==> config.mk <==
export PLATFORM = sky130hd
export DESIGN_NAME = af3inv_front_flat
export DESIGN_NICKNAME = d
export VERILOG_FILES = /design/src/rtl/af3inv_pkg.sv /design/src/rtl/af3inv_if.sv /design/src/rtl/af3inv_front.sv /design/src/flat_wrapper.sv
export SDC_FILE = /design/constraint.sdc
export NUM_CORES = 1
export LEC_CHECK = 0
export BUFFER_PORTS_ARGS = -buffer_cell sky130_fd_sc_hd__buf_2
export CAP_MARGIN = 20
export CORE_ASPECT_RATIO = 1.75
export CORE_UTILIZATION = 40
export CTS_BUF_LIST = sky130_fd_sc_hd__clkbuf_4 sky130_fd_sc_hd__clkbuf_8 sky130_fd_sc_hd__clkbuf_16
export CTS_CLUSTER_SIZE = 20
export DETAILED_ROUTE_END_ITERATION = 6
export GPL_ROUTABILITY_DRIVEN = 1
export SLEW_MARGIN = 20
export SYNTH_ARGS = -nofsm -noshare
export SYNTH_HDL_FRONTEND = slang
export SYNTH_SLANG_ARGS = --single-unit
==> constraint.sdc <==
create_clock -name clk -period 2.8 [get_ports clk]
set_input_delay 0.42 -clock clk [delete_from_list [all_inputs] [get_ports clk]]
set_output_delay 0.42 -clock clk [all_outputs]
set_load 0.01 [all_outputs]
==> src/rtl/af3inv_pkg.sv <==
`default_nettype none
// ----------------------------------------------------------------------------
// af3inv_pkg
// Shared types, constants and index helpers for the 3D affine inverse block.
// ----------------------------------------------------------------------------
package af3inv_pkg;

  localparam int NPARAM          = 12;
  localparam int ADJ_N           = 9;
  localparam int IDX_W           = 4;
  localparam int DATA_W          = 32;
  localparam int THR_W           = 31;
  localparam int FRAC_BITS_DEF   = 16;
  localparam int VALUE_WIDTH_DEF = 32;
  localparam int QDEPTH          = 2;
  localparam logic [THR_W-1:0] THR_RESET = THR_W'(1);
  localparam logic [IDX_W-1:0] LAST_IDX  = IDX_W'(NPARAM - 1);
  localparam logic [IDX_W-1:0] NUM_TRANS = IDX_W'(3);

  typedef logic [1:0] rc_t;

  typedef struct packed {
    logic              store;
    logic [IDX_W-1:0]  idx;
    logic [DATA_W-1:0] value;
    logic              compute;
  } cmd_t;

  typedef enum logic [3:0] {
    B_IDLE,
    B_COF,
    B_FETCH,
    B_LOAD,
    B_MAC,
    B_CHECK,
    B_SING,
    B_AFETCH,
    B_ALOAD,
    B_DIVSET,
    B_DIV,
    B_EMIT
  } back_state_t;

  function automatic rc_t inc3(input rc_t x);
    return (x == 2'd2) ? 2'd0 : x + 2'd1;
  endfunction

  // matrix element m[r][c] sits at parameter 3 + 3c + r
  function automatic logic [IDX_W-1:0] mat_idx(input rc_t r, input rc_t c);
    return IDX_W'(3) + IDX_W'(3) * {2'b00, c} + {2'b00, r};
  endfunction

  function automatic logic [IDX_W-1:0] adj_idx(input rc_t r, input rc_t c);
    return IDX_W'(3) * {2'b00, r} + {2'b00, c};
  endfunction

  // matrix result index to {column, row}
  function automatic logic [3:0] out_cr(input logic [IDX_W-1:0] j);
    logic [3:0] cr;
    case (j)
      4'd3:    cr = {2'd0, 2'd0};
      4'd4:    cr = {2'd0, 2'd1};
      4'd5:    cr = {2'd0, 2'd2};
      4'd6:    cr = {2'd1, 2'd0};
      4'd7:    cr = {2'd1, 2'd1};
      4'd8:    cr = {2'd1, 2'd2};
      4'd9:    cr = {2'd2, 2'd0};
      4'd10:   cr = {2'd2, 2'd1};
      4'd11:   cr = {2'd2, 2'd2};
      default: cr = 4'd0;
    endcase
    return cr;
  endfunction

endpackage
`default_nettype wire

==> src/rtl/af3inv_if.sv <==
`default_nettype none
// ----------------------------------------------------------------------------
// af3inv interfaces
// Valid/ready channels for parameter beats, result beats and the threshold.
// ----------------------------------------------------------------------------
interface af3inv_param_if;
  logic                                valid;
  logic                                ready;
  logic [af3inv_pkg::IDX_W-1:0]        param_index;
  logic signed [af3inv_pkg::DATA_W-1:0] param_value;
  logic                                compute_now;
  modport source (output valid, param_index, param_value, compute_now, input ready);
  modport sink (input valid, param_index, param_value, compute_now, output ready);
endinterface

`default_nettype wire

==> src/rtl/af3inv_front.sv <==
`default_nettype none
// ----------------------------------------------------------------------------
// af3inv_front
// Accept parameter beats, classify them and queue them for the back end.
// ----------------------------------------------------------------------------
module af3inv_front (
  input  logic               clk,
  input  logic               rst,
  af3inv_param_if.sink       param,
  output af3inv_pkg::cmd_t   cmd,
  output logic               cmd_valid,
  input  logic               cmd_pop
);

  localparam int PW = $clog2(af3inv_pkg::QDEPTH);
  localparam int CW = $clog2(af3inv_pkg::QDEPTH + 1);

  af3inv_pkg::cmd_t slots [af3inv_pkg::QDEPTH];
  af3inv_pkg::cmd_t incoming;
  logic [PW-1:0]    wr_ptr;
  logic [PW-1:0]    rd_ptr;
  logic [CW-1:0]    count;
  logic             push;
  logic             pop;

  assign param.ready = (count != CW'(af3inv_pkg::QDEPTH));
  assign push        = param.valid && param.ready;
  assign cmd_valid   = (count != '0);
  assign pop         = cmd_pop && cmd_valid;
  assign cmd         = slots[rd_ptr];

  always_comb begin
    incoming.store   = (param.param_index < af3inv_pkg::IDX_W'(af3inv_pkg::NPARAM));
    incoming.idx     = param.param_index;
    incoming.value   = param.param_value;
    incoming.compute = param.compute_now;
  end

  always_ff @(posedge clk) begin
    if (rst) begin
      wr_ptr <= '0;
      rd_ptr <= '0;
      count  <= '0;
    end else begin
      if (push) begin
        wr_ptr <= (wr_ptr == PW'(af3inv_pkg::QDEPTH - 1)) ? '0 : wr_ptr + PW'(1);
      end
      if (pop) begin
        rd_ptr <= (rd_ptr == PW'(af3inv_pkg::QDEPTH - 1)) ? '0 : rd_ptr + PW'(1);
      end
      case ({push, pop})
        2'b10:   count <= count + CW'(1);
        2'b01:   count <= count - CW'(1);
        default: count <= count;
      endcase
    end
  end

  always_ff @(posedge clk) begin
    if (push) begin
      slots[wr_ptr] <= incoming;
    end
  end

endmodule
`default_nettype wire

==> src/flat_wrapper.sv <==
// flat-port wrapper written by rule: the top's interface ports become plain ports
module af3inv_front_flat 
  (clk, rst, cmd, cmd_valid, cmd_pop, param_valid, param_param_index, param_param_value, param_compute_now, param_ready);
  af3inv_param_if param_i ();
  input  logic clk;
  input  logic rst;
  output af3inv_pkg::cmd_t cmd;
  output logic cmd_valid;
  input  logic cmd_pop;
  input wire logic [$bits(param_i.valid)-1:0] param_valid;
  input wire logic [$bits(param_i.param_index)-1:0] param_param_index;
  input wire logic [$bits(param_i.param_value)-1:0] param_param_value;
  input wire logic [$bits(param_i.compute_now)-1:0] param_compute_now;
  output wire logic [$bits(param_i.ready)-1:0] param_ready;
  assign param_i.valid = param_valid;
  assign param_i.param_index = param_param_index;
  assign param_i.param_value = param_param_value;
  assign param_i.compute_now = param_compute_now;
  assign param_ready = param_i.ready;
  af3inv_front u_core (.clk(clk), .rst(rst), .param(param_i), .cmd(cmd), .cmd_valid(cmd_valid), .cmd_pop(cmd_pop));
endmodule
Word-level counts from Yosys, hierarchy flattened
Memory sizes are Yosys's and may differ from the RTL's. A register that Yosys moved wholly into a read port is not among the register bits.
Index checks and enable logic that the tools add are counted.
{"block": "totals", "regBits": 4, "n_memories": 1, "wordCells": 23, "rom_bits": 0, "output_inout_bits": 40, "latchBits": 0, "ramBits": 76}
{"block": "classes", "addsub": 4, "reduce_logical": 4, "mul": 0, "eq_ne": 3, "shift": 0, "n_bitwise": 0, "n_lt_le_gt_ge": 1, "div": 0, "n_mux": 7}
{"name": "u_core.slots", "depth": 2, "word_bits": 38, "read_ports": 1, "rd_ports_with_merged_regs": 1, "wr": 1, "line": "af3inv_front.sv:18", "rtl": "af3inv_pkg::cmd_t slots [af3inv_pkg::QDEPTH];"}
{"op": "1-bit two-way mux", "count": 6}
{"op": "4-bit < comparator (second input constant)", "count": 1}
{"op": "2-bit case mux with 2 select lines", "count": 1}
{"op": "2-bit nonzero test", "count": 2}
{"op": "1-bit adder (second input constant)", "count": 2}
{"op": "2-bit by 1-bit adder with 2-bit output (second input constant)", "count": 1}
{"op": "2-bit by 1-bit equality test with 1-bit output (second input constant)", "count": 1}
{"op": "2-bit equality test (second input constant)", "count": 1}
{"op": "1-bit logical AND", "count": 2}
{"op": "2-bit != test (second input constant)", "count": 1}
{"op": "2-bit by 1-bit subtractor with 2-bit output (second input constant)", "count": 1}

Longest topological paths before layout
Gate-level depths: netlist (run 1).
{"block": "depth", "depth_word": 4, "ltp_mapped": 6, "depth_no_buf": 6}

Worst setup path before layout (run 1)
Ideal clock, no wire load.
{"block": "synth_timing", "kind": "flip-flop to flip-flop", "from": "reg u_core.count[0]", "to": "mem u_core.slots[1][0] in the netlist's numbering (enable)", "path_slack_ns": 0.779, "setup_time_ns": 0.399, "arrival_time_ns": 1.622, "required_ns": 2.401, "n_path_buf": 0, "stages_incl_launch_ff": 3, "cell_sequence": "dfxtp_1 nand2b_1 and3_1"}
{"block": "synth_between", "elab_chain_len": 4}
{"element": "start, declared", "line": "af3inv_front.sv:22", "rtl": "logic [CW-1:0] count;"}
{"element": "start signal, assigned", "line": "af3inv_front.sv:52", "rtl": "2'b10: count <= count + CW'(1);"}
{"element": "start signal, assigned", "line": "af3inv_front.sv:53", "rtl": "2'b01: count <= count - CW'(1);"}
{"element": "start signal, assigned", "line": "af3inv_front.sv:54", "rtl": "default: count <= count;"}
{"element": "2-bit != test", "line": "af3inv_front.sv:26", "rtl": "assign param.ready = (count != CW'(af3inv_pkg::QDEPTH));"}
{"element": "net param_ready", "line": "flat_wrapper.sv:14", "rtl": "output wire logic [$bits(param_i.ready)-1:0] param_ready;"}
{"element": "1-bit logical AND", "line": "af3inv_front.sv:27", "rtl": "assign push = param.valid && param.ready;"}
{"element": "1-bit two-way mux", "line": "af3inv_front.sv:60", "rtl": "if (push) begin"}
{"element": "1-bit two-way mux (implied by the code)", "line": "af3inv_front.sv:61", "rtl": "slots[wr_ptr] <= incoming;"}
{"element": "end, declared", "line": "af3inv_front.sv:18"}
The timed path passes the listed nets, and every way through them passes these cells.

==> results of run 1 <==
synthesized netlist by cell type:
library cell,instances
buf_4,1
nor2_1,3
a21bo_2,1
buf_2,3
nand3b_1,1
or2_2,1
a21oi_1,2
inv_1,1
nand2_1,2
dfxtp_1,5
o21a_1,1
xnor2_1,2
xor2_1,1
or3_1,1
nand2b_1,1
o21ai_0,1
and3_1,1
ha_1,1
edfxtp_1,76
mux2_2,38
state kept, by name, indices dropped and copies added, names as in the netlist, named ones only:
name,flops
u_core.count,2
u_core.rd_ptr,1
u_core.slots,76
u_core.wr_ptr,1
cell type report:
class	count	area, um2	share of cell area (%)
sequential	81	2380	63.6
timing repair buffer	83	435	11.6
tap	86	108	2.87
clock buffer	11	240	6.41
multi-input combinational	57	552	14.7
inverter	1	3.75	0.100
clock inverter	5	22.5	0.601
cells by family (layout without fill, tap and decap cells):
group | count (synthesis) | after routing | share of synthesized area (%)
buffers and inverters | 5 | 100 | 0.888
AOI/OAI and AO/OA | 5 | 5 | 1.10
DFF | 81 | 81 | 80.5
and+or+nand+nor | 10 | 10 | 1.73
xor gates and xnor gates | 3 | 3 | 0.888
muxes | 38 | 38 | 14.5
adders and majority gates | 1 | 1 | 0.423
power by group through the flow:
stage | Sequential, W | Clock [W] | Combinational, W
final | 0.00162 | 0.00103 | 0.000861
after detailed placement | 0.00164 | 0 | 0.000882
after floorplan | 0.00160 | 0 | 0.000585
after global placement | 0.00164 | 0 | 0.000876
after CTS | 0.00162 | 0.00106 | 0.000885
after global routing | 0.00164 | 0.00110 | 0.000941
worst max-delay path by stage:
| stage | depth (start not counted) | to | from |
|---|---|---|---|
| after floorplan | 2 | u_core.slots[1][0]$_DFFE_PP_ | u_core.count[0]$_SDFFE_PP0P_ |
| after global placement | 3 | cmd[29] | flop |
| after detailed placement | 3 | cmd[29] | flop |
| after CTS | 3 | cmd[29] | flop |
| after global routing | 3 | cmd[29] | flop |
| final | 3 | cmd[29] | flop |
worst max-delay path, cell delays in order (launching register included):
cell and delay, ns:
dfxtp_2 0.55, buf_12 0.23, mux2_2 0.36, buf_2 0.14
metal layers:
metal  part of all wire (%)  vias to the layer above
met3                    6.3                       14
met1                     36                      760
met4                    4.5                        0
met2                     53                       51
li1                       -                      734
met5                      0                        -
metrics by stage:
step	setup WS [ns]	instances	instance area (um2)
final	0.751	324	3740
after global routing	0.684	324	3740
after CTS	0.719	324	3740
after detailed placement	1.08	308	3480
after global placement	1.09	308	3480
after floorplan	0.779	143	2960
==> results.ini, run 1 <==
[run_status]
outcome = completed

[route]
wirelength_um = 5010
remaining_drc_errors = 0
vias_per_cell = 4.81
vias = 1559
wl_per_cell_um = 15.5
first_pass_iters = 4
antenna_left = 0
drt_iter0_drc = 90

[cts]
clock_sinks = 81
clk_path_buf_depth = 2
cts.clk_slew.worst_paths_ns = 0.06
post_cts_resized = 0
clk_latency_ns = 0.33
cts-root-buf = clkbuf_16
postCtsHoldBufs = 0
numCtsBuffers = 9
cts_tree = done
htree_num_levels = 3
cts_setup_buffers = 0

[synth]
yosys-top-cells-area = edfxtp_1, mux2_2, dfxtp_1
syn_area_um2 = 2960
netlist_instances = 143
synth_cell_types = 20
syn_area_per_cell_um2 = 20.7
ys_ff_latch = 81
syn_nets = 185
yosys_warnings = 0
synth.largest_area_cell = edfxtp_1
seq_area_frac_synth_pct = 80.5
synth_top_area_share_pct = 77.1

[floorplanning]
die-area_um2 = 7760
rows = 41
die_w_um = 67.0
fp.dieH_um = 116
ios = 81
initial_core_util_pct = 41.2
coreArea_um2 = 7180

[global_routing]
grt_pass1_vias = 1658
use_met1_pct = 14.2
gr-total-overflow = 0
grtUsageMet2_pct = 22.9
grt_use_total_pct = 14.3
grt_max_degree = 39
grt_util_met3_pct = 4.53
grt_pass1_wl_um = 7530
antenna_found_initial = 0
grt-busiest-layer = met2

[sta]
setup_tns_ns = 0
period_minus_slack_ns = 2.05
holdWs_ns = 0.275
slew_headroom_pct = 64.8
final_max_slew_viol_count = 0
rsz0062_at_grt = no
final-setup-viol-count = 0
max_freq_mhz = 488
period_share_pct = 73.2
tightest_slew_ns = 0.528
fin_worst_skew_ns = 0.00542
hold_viol_final = 0

[power]
p_per_area_nw_per_um2 = 937
power.internal_w = 0.00258
switching_power_w = 0.000933
comb_power_share_pct = 24.5
swShare_pct = 26.6
seq_power_share_pct = 46.1
power_w = 0.00351
clkPwrFrac_pct = 29.4
ir_drop_v = 0.000473
leakage_nw = 1.42

[cells_and_area]
diodes = 0
drive_above_1_share_pct = 58.4
areaGrowthSynthToFinish_pct = 26.6
fill_cells = 643
final_cell_mix = buf_2, edfxtp_1, mux2_2, clkbuf_16, dfxtp_1
final_core_util_pct = 52.1
nNetsFinal = 275
final_common_cell = buf_2

[critical_path]
crit_type = flop to primary output
crit_arrival_ns = 1.63
required_ns = 2.38
cp-start-kind = flop
r2r_end = u_core.slots[1][26]$_DFFE_PP_
worstSetupEndpointType = primary output
r2r_start = u_core.count[0]$_SDFFE_PP0P_
ff2ff_setup_slack_ns = 1.15
r2r_cells = 3
cp_max_fo = 25

[place]
place_congestion = 0.647
io_buffers = 80
place_hpwl_um = 3300

[hold_path]
min_to = u_core.slots[1][8]$_DFFE_PP_
holdPathStages = 1
hp-start = param_param_value[7]
hold_path_class = input pin to flop

[job]
maxCapViolations = 0

(Power assumes the default switching activity.)
==> inputs of run 2 (changes only) <==
Settings changed: PLACE_DENSITY from default to 0.66.
Clock period 2.8 ns to 1.8 ns, I/O delays scaled along.
==> run 2 against run 1 <==
Sequential share of layout area down 0.53 points. Power rose by 55%. Core utilization is 0.44 points higher. Count of clock-buffer cells in the layout down 1. Hold slack got worse by 0.15 ns. Setup slack worse by 0.63 ns. Critical endpoint is now cmd[2].
==> results.ini, run 2 (synthesized netlist as in run 1, its figures left out) <==
[route]
antenna_left = 0
vias = 1576
vias_per_cell = 4.85
drt_iter0_drc = 73
wl_per_cell_um = 15.0
remaining_drc_errors = 0
wirelength_um = 4880
first_pass_iters = 4

[cells_and_area]
nNetsFinal = 276
areaGrowthSynthToFinish_pct = 27.6
largest_reg_flops = 76
finalNonFillerCells = 325
top_regs = u_core.slots (76), u_core.count (2)
drive_above_1_share_pct = 58.2
final_cell_mix = buf_2, edfxtp_1, mux2_2, clkbuf_16
fill_cells = 639
regMostFlops = u_core.slots
diodes = 0
final_common_cell = buf_2
final_core_util_pct = 52.6

[floorplanning]
initial_core_util_pct = 41.2
die-area_um2 = 7760
ios = 81
fp.dieH_um = 116
die_w_um = 67.0
coreArea_um2 = 7180
rows = 41

[global_routing]
gr-total-overflow = 0
grt_pass1_vias = 1605
antenna_found_initial = 0
grt_use_total_pct = 14.3
grt_pass1_wl_um = 7600
grt_max_degree = 39

[cts]
post_cts_resized = 0
cts_setup_buffers = 0
cts.clk_slew.worst_paths_ns = 0.05
clk_path_buf_depth = 2
clock_sinks = 81
cts_tree = done
clk_latency_ns = 0.33
htree_num_levels = 3
postCtsHoldBufs = 0
cts-root-buf = clkbuf_16
numCtsBuffers = 9

[hold_path]
hold_path_class = input pin to flop
hp-start = param_param_value[12]
holdPathStages = 1

[sta]
period_share_pct = 93.6
tightest_slew_ns = 0.224
slew_headroom_pct = 85.1
final_max_slew_viol_count = 0
final-setup-viol-count = 0
setup_tns_ns = 0
rsz0062_at_grt = no
max_freq_mhz = 594
hold_viol_final = 0
period_minus_slack_ns = 1.68
fin_worst_skew_ns = 0.00453

[critical_path]
critPathBufInv = 2
cp-start-kind = flop
r2r_cells = 5
r2r_start = u_core.count[0]$_SDFFE_PP0P_
cp_max_fo = 38
crit_family = multiplexers
crit_cells = 3
cpPeakStageDelay_ns = 0.37
crit_type = flop to primary output
cpMaxStageDelayCell = mux2_2
worstSetupEndpointType = primary output
required_ns = 1.53
crit_arrival_ns = 1.41
critical_path.cell_chain = buf_12, mux2_2, buf_2

[power]
power.internal_w = 0.00402
seq_power_share_pct = 45.2
ir_drop_v = 0.000824
clkPwrFrac_pct = 28.6
power_w = 0.00546
leakage_nw = 1.42
p_per_area_nw_per_um2 = 1450
switching_power_w = 0.00144
comb_power_share_pct = 26.2
swShare_pct = 26.4

[place]
dpl.cell_count = 309
io_buffers = 80
place_hpwl_um = 3210
place_congestion = 0.695

[job]
maxCapViolations = 0

[run_status]
outcome = completed

==> run 2: layout make-up <==
type / count / area, um2 / area share, %
Clock buffer: 10 / 233 / 6.16
Clock inverter: 6 / 25.0 / 0.663
Inverter: 1 / 7.51 / 0.199
Tap cell: 86 / 108 / 2.85
Timing Repair Buffer: 84 / 468 / 12.4
Multi-Input combinational cell: 57 / 552 / 14.6
Sequential cell: 81 / 2380 / 63.1
==> run 2: metrics by stage <==
stage / cell area (um2) / setup WS (ns) / hold WS [ns]
after global placement: 3520 / 0.323 / 0.457
final: 3780 / 0.116 / 0.127
after detailed placement: 3520 / 0.235 / 0.462
after CTS: 3780 / 0.0769 / 0.114
after global routing: 3780 / 0.0474 / 0.111
after floorplan: 2960 / 0.122 / 0.339
==> run 2: metal layers <==
metal | wire, um | global-route usage, % | vias up
li1 | - | - | 744
met1 | 1720 | 13.6 | 778
met2 | 2770 | 24.0 | 45
met3 | 281 | 7.19 | 9
met4 | 110 | 8.09 | 0
met5 | 0 | 0 | -
==> run 2: final timing paths <==
kind	endpoint	slack, ns
hold / removal	u_core.slots[0][13]$_DFFE_PP_	0.13
setup reg to reg	u_core.count[1]$_SDFFE_PP0P_	0.23
hold reg to reg	u_core.rd_ptr$_SDFFE_PP0P_	0.51
setup / recovery	cmd[2]	0.12
==> run 2: power groups by stage <==
stage	Clock, W	Combinational [W]	Sequential (W)
5_1_grt	0.00168	0.00157	0.00250
3_5_place_dp	0	0.00146	0.00251
4_1_cts	0.00161	0.00147	0.00247
2_1_floorplan	0	0.000916	0.00248
3_3_place_gp	0	0.00145	0.00249
6_report	0.00156	0.00143	0.00247
